**src/design/assert_macros.svh**
```systemverilog
// Assertion macros used by the blitter engine RTL.
// No dependencies; included by the files that check their own logic.
`ifndef ASSERT_MACROS_SVH
`define ASSERT_MACROS_SVH

// Same-cycle implication, disabled while reset is asserted
`define ASSERT_IMPLIES(label, clk, rst_n, ante, cons, msg) \
    label: assert property (@(posedge clk) disable iff (!rst_n) (ante) |-> (cons)) \
        else $error(msg);

// Next-cycle implication, disabled while reset is asserted
`define ASSERT_NEXT(label, clk, rst_n, ante, cons, msg) \
    label: assert property (@(posedge clk) disable iff (!rst_n) (ante) |=> (cons)) \
        else $error(msg);

`endif

```
**src/design/crfmb_pkg.sv**
```systemverilog
// Shared constants, types and the address function of the rect fill / mono blit engine.
// No dependencies; imported by crfmb_if, the engine and the top level.
package crfmb_pkg;

    // Screen geometry and framebuffer layout
    localparam int SCREEN_WIDTH  = 256;
    localparam int SCREEN_HEIGHT = 128;
    localparam int BUFFER_COUNT  = 2;

    localparam int FIELD_W     = 12;
    localparam int CW          = FIELD_W + 1;
    localparam int X_W         = $clog2(SCREEN_WIDTH);
    localparam int XC_W        = $clog2(SCREEN_WIDTH + 1);
    localparam int Y_W         = $clog2(SCREEN_HEIGHT);
    localparam int YC_W        = $clog2(SCREEN_HEIGHT + 1);
    localparam int STORE_DEPTH = SCREEN_WIDTH * SCREEN_HEIGHT * BUFFER_COUNT;
    localparam int ADDR_W      = $clog2(STORE_DEPTH);
    localparam int PIX_W       = 32;
    localparam int BYTE_BITS   = 8;
    localparam int BIT_CNT_W   = $clog2(BYTE_BITS);
    localparam int RB_W        = CW - BIT_CNT_W;

    localparam logic [CW-1:0]        SW_C      = CW'(SCREEN_WIDTH);
    localparam logic [CW-1:0]        SH_C      = CW'(SCREEN_HEIGHT);
    localparam logic [BIT_CNT_W-1:0] BYTE_LAST = BIT_CNT_W'(BYTE_BITS - 1);
    localparam logic [CW-1:0]        BYTE_PAD  = CW'(BYTE_BITS - 1);

    // Configuration registers
    localparam int                   CFG_IDX_W       = 1;
    localparam logic [CFG_IDX_W-1:0] CFG_DRAW_COLOR  = CFG_IDX_W'(0);
    localparam logic [CFG_IDX_W-1:0] CFG_DRAW_BUFFER = CFG_IDX_W'(1);
    localparam logic [PIX_W-1:0]     DRAW_COLOR_RESET = 32'hFF171717;

    typedef enum logic [1:0] {
        CMD_FILL  = 2'd0,
        CMD_BEGIN = 2'd1,
        CMD_BYTE  = 2'd2,
        CMD_READ  = 2'd3
    } cmd_t;

    typedef enum logic [1:0] {
        ST_IDLE,
        ST_FILL,
        ST_BLIT,
        ST_READ
    } state_t;

    // Framebuffer access from the engine
    typedef struct packed {
        logic              we;
        logic              re;
        logic [ADDR_W-1:0] addr;
        logic [PIX_W-1:0]  wdata;
    } mem_req_t;

    // Read completion toward the output stage
    typedef struct packed {
        logic load;
        logic zero;
    } rd_ctl_t;

    // Linear framebuffer address of pixel (x, y) in the selected buffer
    function automatic logic [ADDR_W-1:0] pix_addr(input logic buf_sel,
                                                   input logic [X_W-1:0] x,
                                                   input logic [Y_W-1:0] y);
        logic [ADDR_W-1:0] buf_idx;
        logic [ADDR_W-1:0] row_idx;
        buf_idx = (BUFFER_COUNT > 1) ? ADDR_W'(buf_sel) : '0;
        row_idx = ADDR_W'(buf_idx * ADDR_W'(SCREEN_HEIGHT)) + ADDR_W'(y);
        return ADDR_W'(row_idx * ADDR_W'(SCREEN_WIDTH)) + ADDR_W'(x);
    endfunction

endpackage

```
**src/design/crfmb_if.sv**
```systemverilog
// Valid/ready channel interfaces for command items and pixel result items.
// Depends on crfmb_pkg for field widths.
interface crfmb_cmd_if;
    import crfmb_pkg::*;

    logic                  valid;
    logic                  ready;
    logic [1:0]            cmd;
    logic [FIELD_W-1:0]    pos_x;
    logic [FIELD_W-1:0]    pos_y;
    logic [FIELD_W-1:0]    span_w;
    logic [FIELD_W-1:0]    span_h;
    logic [PIX_W-1:0]      fill_color;
    logic [BYTE_BITS-1:0]  data_byte;

    modport source (output valid, cmd, pos_x, pos_y, span_w, span_h, fill_color, data_byte,
                    input ready);
    modport sink (input valid, cmd, pos_x, pos_y, span_w, span_h, fill_color, data_byte,
                  output ready);
endinterface


```
**src/design/crfmb_engine.sv**
```systemverilog
// Command sequencer: clipping, fill walk, bitmap byte expansion, read issue.
// Depends on crfmb_pkg, crfmb_if and assert_macros.svh.
`include "assert_macros.svh"

module crfmb_engine (
    input  logic                           clk,
    input  logic                           rst_n,
    crfmb_cmd_if.sink                      cmd_ch,
    input  logic [crfmb_pkg::PIX_W-1:0]    draw_color,
    input  logic                           draw_buffer,
    input  logic                           out_free,
    output crfmb_pkg::mem_req_t            mem_req,
    output crfmb_pkg::rd_ctl_t             rd_ctl
);
    import crfmb_pkg::*;

    // Control state
    state_t                state_reg, state_next;
    logic                  blit_active_reg, blit_active_next;
    logic [X_W-1:0]        origin_x_reg, origin_x_next;
    logic [XC_W-1:0]       clip_end_x_reg, clip_end_x_next;
    logic [YC_W-1:0]       clip_end_y_reg, clip_end_y_next;
    logic [RB_W-1:0]       row_bytes_reg, row_bytes_next;
    logic [RB_W-1:0]       byte_col_reg, byte_col_next;
    logic [YC_W-1:0]       blit_row_reg, blit_row_next;
    logic [BIT_CNT_W-1:0]  bit_cnt_reg, bit_cnt_next;

    // Working payload
    logic [X_W-1:0]        cur_x_reg, cur_x_next;
    logic [Y_W-1:0]        cur_y_reg, cur_y_next;
    logic [X_W-1:0]        start_x_reg, start_x_next;
    logic [XC_W-1:0]       end_x_reg, end_x_next;
    logic [YC_W-1:0]       end_y_reg, end_y_next;
    logic [PIX_W-1:0]      color_reg, color_next;
    logic [CW-1:0]         px_base_reg, px_base_next;
    logic [BYTE_BITS-1:0]  bits_reg, bits_next;
    logic [Y_W-1:0]        wrow_reg, wrow_next;
    logic                  rd_zero_reg, rd_zero_next;

    // Combinational helpers
    logic [CW-1:0]   sum_x, sum_y, ex_c, ey_c, w_pad;
    logic            on_screen, clip_ok;
    logic [CW-1:0]   px;
    logic [RB_W-1:0] col_inc;
    logic [YC_W-1:0] row_inc;
    logic [X_W-1:0]  addr_x;
    logic [Y_W-1:0]  addr_y;

    // Clip against the screen edges; also form the blit pixel column and the next byte and row
    always_comb
    begin
        sum_x     = CW'(cmd_ch.pos_x) + CW'(cmd_ch.span_w);
        sum_y     = CW'(cmd_ch.pos_y) + CW'(cmd_ch.span_h);
        ex_c      = (sum_x > SW_C) ? SW_C : sum_x;
        ey_c      = (sum_y > SH_C) ? SH_C : sum_y;
        w_pad     = CW'(cmd_ch.span_w) + BYTE_PAD;
        on_screen = (CW'(cmd_ch.pos_x) < SW_C) && (CW'(cmd_ch.pos_y) < SH_C);
        clip_ok   = on_screen && (cmd_ch.span_w != '0) && (cmd_ch.span_h != '0);
        px        = px_base_reg + CW'(bit_cnt_reg);
        col_inc   = byte_col_reg + 1'b1;
        row_inc   = blit_row_reg + 1'b1;
    end

    assign cmd_ch.ready = (state_reg == ST_IDLE);

    // Next state and memory requests
    always_comb
    begin
        state_next       = state_reg;
        blit_active_next = blit_active_reg;
        origin_x_next    = origin_x_reg;
        clip_end_x_next  = clip_end_x_reg;
        clip_end_y_next  = clip_end_y_reg;
        row_bytes_next   = row_bytes_reg;
        byte_col_next    = byte_col_reg;
        blit_row_next    = blit_row_reg;
        bit_cnt_next     = bit_cnt_reg;
        cur_x_next       = cur_x_reg;
        cur_y_next       = cur_y_reg;
        start_x_next     = start_x_reg;
        end_x_next       = end_x_reg;
        end_y_next       = end_y_reg;
        color_next       = color_reg;
        px_base_next     = px_base_reg;
        bits_next        = bits_reg;
        wrow_next        = wrow_reg;
        rd_zero_next     = rd_zero_reg;
        mem_req          = '0;
        rd_ctl           = '0;
        addr_x           = cmd_ch.pos_x[X_W-1:0];
        addr_y           = cmd_ch.pos_y[Y_W-1:0];

        case (state_reg)
            ST_IDLE:
            begin
                if (cmd_ch.valid)
                begin
                    case (cmd_t'(cmd_ch.cmd))
                        CMD_FILL:
                        begin
                            if (clip_ok)
                            begin
                                start_x_next = cmd_ch.pos_x[X_W-1:0];
                                cur_x_next   = cmd_ch.pos_x[X_W-1:0];
                                cur_y_next   = cmd_ch.pos_y[Y_W-1:0];
                                end_x_next   = XC_W'(ex_c);
                                end_y_next   = YC_W'(ey_c);
                                color_next   = cmd_ch.fill_color;
                                state_next   = ST_FILL;
                            end
                        end
                        CMD_BEGIN:
                        begin
                            // Open a bitmap, or close any open one when ignored
                            if (clip_ok)
                            begin
                                origin_x_next    = cmd_ch.pos_x[X_W-1:0];
                                clip_end_x_next  = XC_W'(ex_c);
                                clip_end_y_next  = YC_W'(ey_c);
                                row_bytes_next   = w_pad[CW-1:BIT_CNT_W];
                                byte_col_next    = '0;
                                blit_row_next    = YC_W'(cmd_ch.pos_y);
                                blit_active_next = 1'b1;
                            end
                            else
                            begin
                                blit_active_next = 1'b0;
                            end
                        end
                        CMD_BYTE:
                        begin
                            if (blit_active_reg)
                            begin
                                px_base_next = CW'(origin_x_reg)
                                             + CW'({byte_col_reg, {BIT_CNT_W{1'b0}}});
                                bits_next    = cmd_ch.data_byte;
                                bit_cnt_next = '0;
                                wrow_next    = blit_row_reg[Y_W-1:0];
                                color_next   = draw_color;
                                state_next   = ST_BLIT;
                                // Advance the byte position; close after the last row
                                if (col_inc >= row_bytes_reg)
                                begin
                                    byte_col_next = '0;
                                    blit_row_next = row_inc;
                                    if (row_inc >= clip_end_y_reg)
                                    begin
                                        blit_active_next = 1'b0;
                                    end
                                end
                                else
                                begin
                                    byte_col_next = col_inc;
                                end
                            end
                        end
                        CMD_READ:
                        begin
                            mem_req.re   = on_screen;
                            rd_zero_next = !on_screen;
                            state_next   = ST_READ;
                        end
                        default:
                        begin
                        end
                    endcase
                end
            end
            ST_FILL:
            begin
                // Write one pixel, then step across the row and down
                addr_x        = cur_x_reg;
                addr_y        = cur_y_reg;
                mem_req.we    = 1'b1;
                mem_req.wdata = color_reg;
                if (XC_W'(cur_x_reg) + 1'b1 == end_x_reg)
                begin
                    cur_x_next = start_x_reg;
                    if (YC_W'(cur_y_reg) + 1'b1 == end_y_reg)
                    begin
                        state_next = ST_IDLE;
                    end
                    else
                    begin
                        cur_y_next = cur_y_reg + 1'b1;
                    end
                end
                else
                begin
                    cur_x_next = cur_x_reg + 1'b1;
                end
            end
            ST_BLIT:
            begin
                // One bit per cycle, MSB first; set bits inside the clip write
                addr_x        = px[X_W-1:0];
                addr_y        = wrow_reg;
                mem_req.we    = bits_reg[BYTE_BITS-1] && (px < CW'(clip_end_x_reg));
                mem_req.wdata = color_reg;
                bits_next     = {bits_reg[BYTE_BITS-2:0], 1'b0};
                bit_cnt_next  = bit_cnt_reg + 1'b1;
                if (bit_cnt_reg == BYTE_LAST)
                begin
                    state_next = ST_IDLE;
                end
            end
            ST_READ:
            begin
                // Hand the read data to the output stage once it has room
                if (out_free)
                begin
                    rd_ctl.load = 1'b1;
                    rd_ctl.zero = rd_zero_reg;
                    state_next  = ST_IDLE;
                end
            end
            default:
            begin
                state_next = ST_IDLE;
            end
        endcase

        mem_req.addr = pix_addr(draw_buffer, addr_x, addr_y);
    end

    // Control registers
    always_ff @(posedge clk or negedge rst_n)
    begin
        if (!rst_n)
        begin
            state_reg       <= ST_IDLE;
            blit_active_reg <= 1'b0;
            origin_x_reg    <= '0;
            clip_end_x_reg  <= '0;
            clip_end_y_reg  <= '0;
            row_bytes_reg   <= '0;
            byte_col_reg    <= '0;
            blit_row_reg    <= '0;
            bit_cnt_reg     <= '0;
        end
        else
        begin
            state_reg       <= state_next;
            blit_active_reg <= blit_active_next;
            origin_x_reg    <= origin_x_next;
            clip_end_x_reg  <= clip_end_x_next;
            clip_end_y_reg  <= clip_end_y_next;
            row_bytes_reg   <= row_bytes_next;
            byte_col_reg    <= byte_col_next;
            blit_row_reg    <= blit_row_next;
            bit_cnt_reg     <= bit_cnt_next;
        end
    end

    // Payload registers
    always_ff @(posedge clk)
    begin
        cur_x_reg   <= cur_x_next;
        cur_y_reg   <= cur_y_next;
        start_x_reg <= start_x_next;
        end_x_reg   <= end_x_next;
        end_y_reg   <= end_y_next;
        color_reg   <= color_next;
        px_base_reg <= px_base_next;
        bits_reg    <= bits_next;
        wrow_reg    <= wrow_next;
        rd_zero_reg <= rd_zero_next;
    end

    `ASSERT_IMPLIES(a_wr_only_drawing, clk, rst_n, mem_req.we, (state_reg == ST_FILL) || (state_reg == ST_BLIT), "framebuffer write outside a drawing state")
    `ASSERT_IMPLIES(a_fill_in_clip, clk, rst_n, state_reg == ST_FILL, (XC_W'(cur_x_reg) < end_x_reg) && (YC_W'(cur_y_reg) < end_y_reg), "fill walk left its clipped rectangle")
    `ASSERT_IMPLIES(a_blit_row_open, clk, rst_n, blit_active_reg, blit_row_reg < clip_end_y_reg, "open bitmap past its last clipped row")
    `ASSERT_NEXT(a_read_follows, clk, rst_n, cmd_ch.valid && cmd_ch.ready && (cmd_ch.cmd == CMD_READ), state_reg == ST_READ, "read item did not start a read")
endmodule

```
**src/flat_wrapper.sv**
```systemverilog
// flat-port wrapper written by rule: the top's interface ports become plain ports
module crfmb_engine_flat import crfmb_pkg::*;
  (clk, rst_n, draw_color, draw_buffer, out_free, mem_req, rd_ctl, cmd_ch_valid, cmd_ch_cmd, cmd_ch_pos_x, cmd_ch_pos_y, cmd_ch_span_w, cmd_ch_span_h, cmd_ch_fill_color, cmd_ch_data_byte, cmd_ch_ready);
  crfmb_cmd_if cmd_ch_i ();
  input  logic clk;
  input  logic rst_n;
  input  logic [crfmb_pkg::PIX_W-1:0] draw_color;
  input  logic draw_buffer;
  input  logic out_free;
  output crfmb_pkg::mem_req_t mem_req;
  output crfmb_pkg::rd_ctl_t rd_ctl;
  input wire logic [$bits(cmd_ch_i.valid)-1:0] cmd_ch_valid;
  input wire logic [$bits(cmd_ch_i.cmd)-1:0] cmd_ch_cmd;
  input wire logic [$bits(cmd_ch_i.pos_x)-1:0] cmd_ch_pos_x;
  input wire logic [$bits(cmd_ch_i.pos_y)-1:0] cmd_ch_pos_y;
  input wire logic [$bits(cmd_ch_i.span_w)-1:0] cmd_ch_span_w;
  input wire logic [$bits(cmd_ch_i.span_h)-1:0] cmd_ch_span_h;
  input wire logic [$bits(cmd_ch_i.fill_color)-1:0] cmd_ch_fill_color;
  input wire logic [$bits(cmd_ch_i.data_byte)-1:0] cmd_ch_data_byte;
  output wire logic [$bits(cmd_ch_i.ready)-1:0] cmd_ch_ready;
  assign cmd_ch_i.valid = cmd_ch_valid;
  assign cmd_ch_i.cmd = cmd_ch_cmd;
  assign cmd_ch_i.pos_x = cmd_ch_pos_x;
  assign cmd_ch_i.pos_y = cmd_ch_pos_y;
  assign cmd_ch_i.span_w = cmd_ch_span_w;
  assign cmd_ch_i.span_h = cmd_ch_span_h;
  assign cmd_ch_i.fill_color = cmd_ch_fill_color;
  assign cmd_ch_i.data_byte = cmd_ch_data_byte;
  assign cmd_ch_ready = cmd_ch_i.ready;
  crfmb_engine u_core (.clk(clk), .rst_n(rst_n), .cmd_ch(cmd_ch_i), .draw_color(draw_color), .draw_buffer(draw_buffer), .out_free(out_free), .mem_req(mem_req), .rd_ctl(rd_ctl));
endmodule
```
**config.mk**
```make
export PLATFORM = sky130hd
export DESIGN_NAME = crfmb_engine_flat
export DESIGN_NICKNAME = d
export VERILOG_FILES = /design/src/design/crfmb_pkg.sv /design/src/design/crfmb_if.sv /design/src/design/crfmb_engine.sv /design/src/flat_wrapper.sv
export VERILOG_INCLUDE_DIRS = /design/src /design/src/design
export SDC_FILE = /design/constraint.sdc
export NUM_CORES = 1
export LEC_CHECK = 0
export ABC_AREA = 1
export BUFFER_PORTS_ARGS = -buffer_cell sky130_fd_sc_hd__buf_2
export CAP_MARGIN = 10
export CORE_ASPECT_RATIO = 0.75
export CORE_MARGIN = 2
export CORE_UTILIZATION = 50
export CTS_BUF_LIST = sky130_fd_sc_hd__clkbuf_4
export DETAILED_ROUTE_END_ITERATION = 6
export HOLD_SLACK_MARGIN = 0.1
export PLACE_DENSITY_LB_ADDON = 0.2
export REMOVE_ABC_BUFFERS = 1
export SLEW_MARGIN = 20
export SYNTH_ARGS = -nofsm -noshare
export SYNTH_HDL_FRONTEND = slang
export SYNTH_SLANG_ARGS = --single-unit
```
**constraint.sdc**
```tcl
create_clock -name clk -period 7.03 [get_ports clk]
set_input_delay 0.703 -clock clk [delete_from_list [all_inputs] [get_ports clk]]
set_output_delay 0.703 -clock clk [all_outputs]
set_load 0.01 [all_outputs]
```
* Word-level counts from Yosys, hierarchy flattened
Cells that the tools add are included.
Word-level totals: input port bits 127, register bits after elaboration 160, output and inout bits 53
Cells by class: add/sub/neg operators 14, reductions and logical operators 26, equal/unequal tests 26, $lt $le $gt $ge 7, mux-type cells 55
Operators by type and width (number):
- 2-to-1 mux 32 bit | 3
- 2-to-1 mux 8 bit | 11
- one-hot mux 32 bit (2 select lines) | 1
- one-hot mux 8 bit (2 select lines) | 4
- 2-to-1 mux 7 bit | 5
- 2-to-1 mux 10 bit | 3
- one-hot mux 7 bit (2 select lines) | 2
- adder 12 x 12 -> 13 bit | 2
- nonzero test 12 bit | 2
- != test 2 x 1 -> 1 bit (second input constant) | 11
- one-hot mux 10 bit (2 select lines) | 1
- AND reduction 4 bit | 5
- 2-to-1 mux 2 bit | 9
- adder 16 x 8 -> 16 bit | 1
- adder 8 x 1 -> 8 bit (second input constant) | 2
- adder 12 x 3 -> 13 bit (second input constant) | 1
- adder 13 x 3 -> 13 bit | 1
- adder 8 x 13 -> 13 bit | 1
- > comparator 13 x 8 -> 1 bit (second input constant) | 1
- > comparator 13 x 9 -> 1 bit (second input constant) | 1
- < comparator 13 x 9 -> 1 bit | 1
- < comparator 12 x 8 -> 1 bit (second input constant) | 1
- < comparator 12 x 9 -> 1 bit (second input constant) | 1
- AND reduction 6 bit | 2
- other kinds (31) | 56

* Depth between registers and ports, before layout
word-level depth 8, depth in mapped cells 20, gate-level depth less buffers 20

* Least setup slack after synthesis
No wires, ideal clock.
path kind in2reg, from input port cmd_ch_pos_y[11], to register u_core.color_reg[0], enable pin, arrival 6262 ps, slack 173 ps, stages on the path 5, path buffers 0, path through nor2_1 > nand3_1 > nor2_1 > nand3_2 > a2111oi_0
On the way: word-level cells in the longest chain between the ends 6
Ends and longest elaborated chain:
- from (decl) | line flat_wrapper.sv:15 | input wire logic [$bits(cmd_ch_i.pos_y)-1:0] cmd_ch_pos_y;
- < comparator 12 x 8 -> 1 bit | line crfmb_engine.sv:57 | on_screen = (CW'(cmd_ch.pos_x) < SW_C) && (CW'(cmd_ch.pos_y) < SH_C);
- logical AND 1 bit | line crfmb_engine.sv:57
- logical AND 1 bit (2 in series) | line crfmb_engine.sv:58 | clip_ok = on_screen && (cmd_ch.span_w != '0) && (cmd_ch.span_h != '0);
- != test 2 x 1 -> 1 bit (no line)
- AND reduction 5 bit (no line)
- to (signal assigned) | line crfmb_engine.sv:263 | color_reg <= color_next;
- to (decl) | line crfmb_engine.sv:34 | logic [PIX_W-1:0] color_reg, color_next;
Every way passes these cells. A chain may end at the register's enable or synchronous reset.

==> key figures <==
Detailed routing
  • DRC Markers: 0
  • Vias: ~10000
  • Vias per Instance: a little over 5
  • DR pass1 iterations: 6
  • DRT antenna net count: 0
  • Wire length per cell: between 10 and 15 µm
  • WL final: approximately 29 mm
  • Iteration-0 DRC Markers: around 840

Synth
  • Avg Cell Area, Syn: about 7.3 µm²
  • FF+latch count, synth: 160
  • Top cell type's share of synthesized area: 27.3%
  • Yosys top cell by area: edfxtp_1
  • Sequential area share after synthesis: between 40% and 50%
  • Main area contributors after synthesis: edfxtp_1 (27%), nand2_1 (18%), dfrtp_1 (13%), inv_1 (8.4%), ha_1 (8.3%)
  • Synth Cell Area: ~11000 µm²
  • Yosys warning total: 0
  • Synth Instances: approximately 1500
  • Distinct cells, synth: 45

Clocking
  • Clock Sinks: 160
  • CTS Hold Bufs: 0
  • Setup Buffers After CTS: 0
  • Latest clock arrival within the worst-skew pair: between 0.5 and 0.6 ns
  • H-tree depth: 4
  • # resized after CTS: 0
  • CTS Buf Count: 17
  • Clock buffer depth: 2
  • CTS tree: yes
  • Clock root buffer: clkbuf_4
  • Clk pin slew, worst setup/hold paths: about 0.15 ns

Setup path
  • CP Capture Type: primary output
  • CP bufs+invs: 3
  • Crit-path slowest cell: dfrtp_1
  • Crit path required time: around 6.3 ns
  • Setup CP Type: reg2out
  • CP top delay family: adder cells
  • CP max FO: 4
  • Type of origin of the critical path: register
  • CP peak stage delay: around 0.43 ns
  • CP cell instances: ha_1 -> inv_1 -> fa_1 -> inv_1 -> nand2_1 -> a21oi_1 -> nand2_1 -> nor2_1 -> xor2_1 -> ha_1 -> a21oi_1 -> o211ai_1 -> a21oi_1 -> nand2_1 -> nor2_1 -> nand3b_1 -> a21oi_1 -> buf_2
  • Most used cell, CP: a21oi_1
  • WP data arrival: between 3 and 4 ns

STA
  • Measured slew at the worst slew-check pin: roughly 1.1 ns
  • RSZ-0062 raised after global routing: false
  • Final-report hold violation count: 0
  • Period minus WS final: approximately 4.5 ns
  • Period utilization: between 60% and 70%
  • Final Setup Violations: 0
  • Slew HR: about 28%
  • FMAX: 223 MHz
  • Pins Over Slew Limit: 0
  • Clock skew: ~0.027 ns

Floorplan
  • Ports: 180
  • FP Rows: 47
  • Die ar.: 23500 µm²
  • Core Footprint: roughly 22000 µm²
  • Die H: about 130 µm
  • Initial core utilization: about 51%
  • Die width: 176 µm

Layout
  • Filler cells: approximately 2100
  • Util after Layout: a little under three fifths
  • Nets: between 1500 and 2000
  • Area of the multi-input gates: between 5000 and 6000 µm²
  • P&R area growth vs syn: 13.7%
  • Max reg flops: 32
  • Most frequent cells in the layout: nand2_1 (534), inv_1 (250), buf_2 (177)
  • Reg area: ~4500 µm²
  • Fraction of final layout cells sized beyond drive strength 1: between 10% and 20%
  • Commonest non-fill, non-tap cell in the layout: nand2_1

Power
  • Pwr dens: approximately 250 nW/µm²
  • Pleak: around 6.8 nW
  • Final Power: 3.20 mW
  • Maximum vdd drop: approximately 130 µV

Placement
  • Final HPWL DP: ~23 mm
  • Gpl congestion: between 0.9 and 1
  • IO Port Bufs: roughly 180

Global route
  • First-pass GRT wire length: about 46 mm
  • GRT Resource Usage Total: 24.9%
  • Pin count of the biggest net entering global routing: 60
  • Antenna violations before repair: 3
  • Total gr overflow: 0
  • Vias in the first global route: 9100

Outcome
  • Status: finished clean

Flow run
  • Maxcap violations: 0

Hold path
  • Worst Hold Class: in2async
[metrics by stage]
| step | hold slack, ns | TNS, ns | cell area [µm²] | setup slack, ns | cells |
|---|---|---|---|---|---|
| final | 0.264 | 0 | 12600 | 2.54 | 1998 |
| after global routing | 0.254 | 0 | 12600 | 2.20 | 1998 |
| after CTS | 0.273 | 0 | 12600 | 2.51 | 1995 |
| after detailed placement | 0.445 | 0 | 12300 | 3.19 | 1963 |
| after global placement | 0.445 | 0 | 12300 | 3.26 | 1963 |
| after floorplan | 0.407 | -28.88 | 11000 | -0.902 | 1482 |
[worst paths after layout]
kind                                   startpoint                 endpoint  slack, ns  depth (start not counted)
max                         u_core.bit_cnt_reg[0]              mem_req[49]       2.54                         18
min                                         rst_n  u_core.row_bytes_reg[6]       0.26                          2
max reg2reg                   u_core.state_reg[1]      u_core.cur_y_reg[2]       3.46                          7
min reg2reg                u_core.origin_x_reg[2]    u_core.px_base_reg[2]       0.48                          0
max in group asynchronous                   rst_n   u_core.blit_active_reg       6.22                          2
min in group clk                  cmd_ch_pos_x[0]    u_core.start_x_reg[0]       0.36                          1
[power by group]
part	total (mW)	internal [mW]	switching, mW
clock network	0.604	0.229	0.374
registers	1.23	1.14	0.0932
logic	1.37	0.481	0.884
[logic make-up (layout without fill, tap and decap cells)]
kind of cell    Yosys count  after routing  synth area share (%)
simple gates            804            804                  29.7
buf+inv                 285            470                  9.88
flops                   160            160                  40.6
compound gates          153            153                  7.91
fa+ha+maj                78             78                  9.05
xor+xnor                 35             35                  2.76
mux                       1              1                 0.101
other cells               0              3                     0
[layer usage]
| layer | part of all wire [%] | wire [µm] | global-route usage (%) |
|---|---|---|---|
| met5 | 0 | 0 | 0 |
| met4 | 0.76 | 219 | 5.05 |
| met3 | 8.0 | 2320 | 4.65 |
| met2 | 43 | 12300 | 37.8 |
| met1 | 49 | 14100 | 37.3 |
[synth_stat cells, drive strengths merged]
library cell,count
mux2,1
o22ai,9
clkbuf,21
a31oi,2
nor4,2
o211ai,6
a21boi,1
edfxtp,101
a22o,1
nand3b,9
fa,4
a21o,1
nor2,123
a21oi,59
buf,13
a22oi,10
nor3,12
dfrtp,59
o21ai,53
nand2,538
a2111oi,1
ha,74
clkinv,1
o21bai,5
inv,250
o21a,2
o2111ai,1
or2,3
nand4,24
xor2,29
nand3,93
o31ai,1
xnor2,6
o221ai,1
[final cells by class]
| cell class | instances | area share [%] |
|---|---|---|
| Multi-Input combinational cell | 1071 | 43.7 |
| Sequential cell | 160 | 35.7 |
| Timing Repair Buffer | 187 | 7.61 |
| Inverter | 251 | 7.46 |
| Tap cell | 294 | 2.91 |
| Clock inverter | 15 | 1.55 |
| Clock buffer | 17 | 1.01 |
| Antenna cell | 3 | 0.0594 |
No activity file was read; power rests on OpenSTA's default activity.
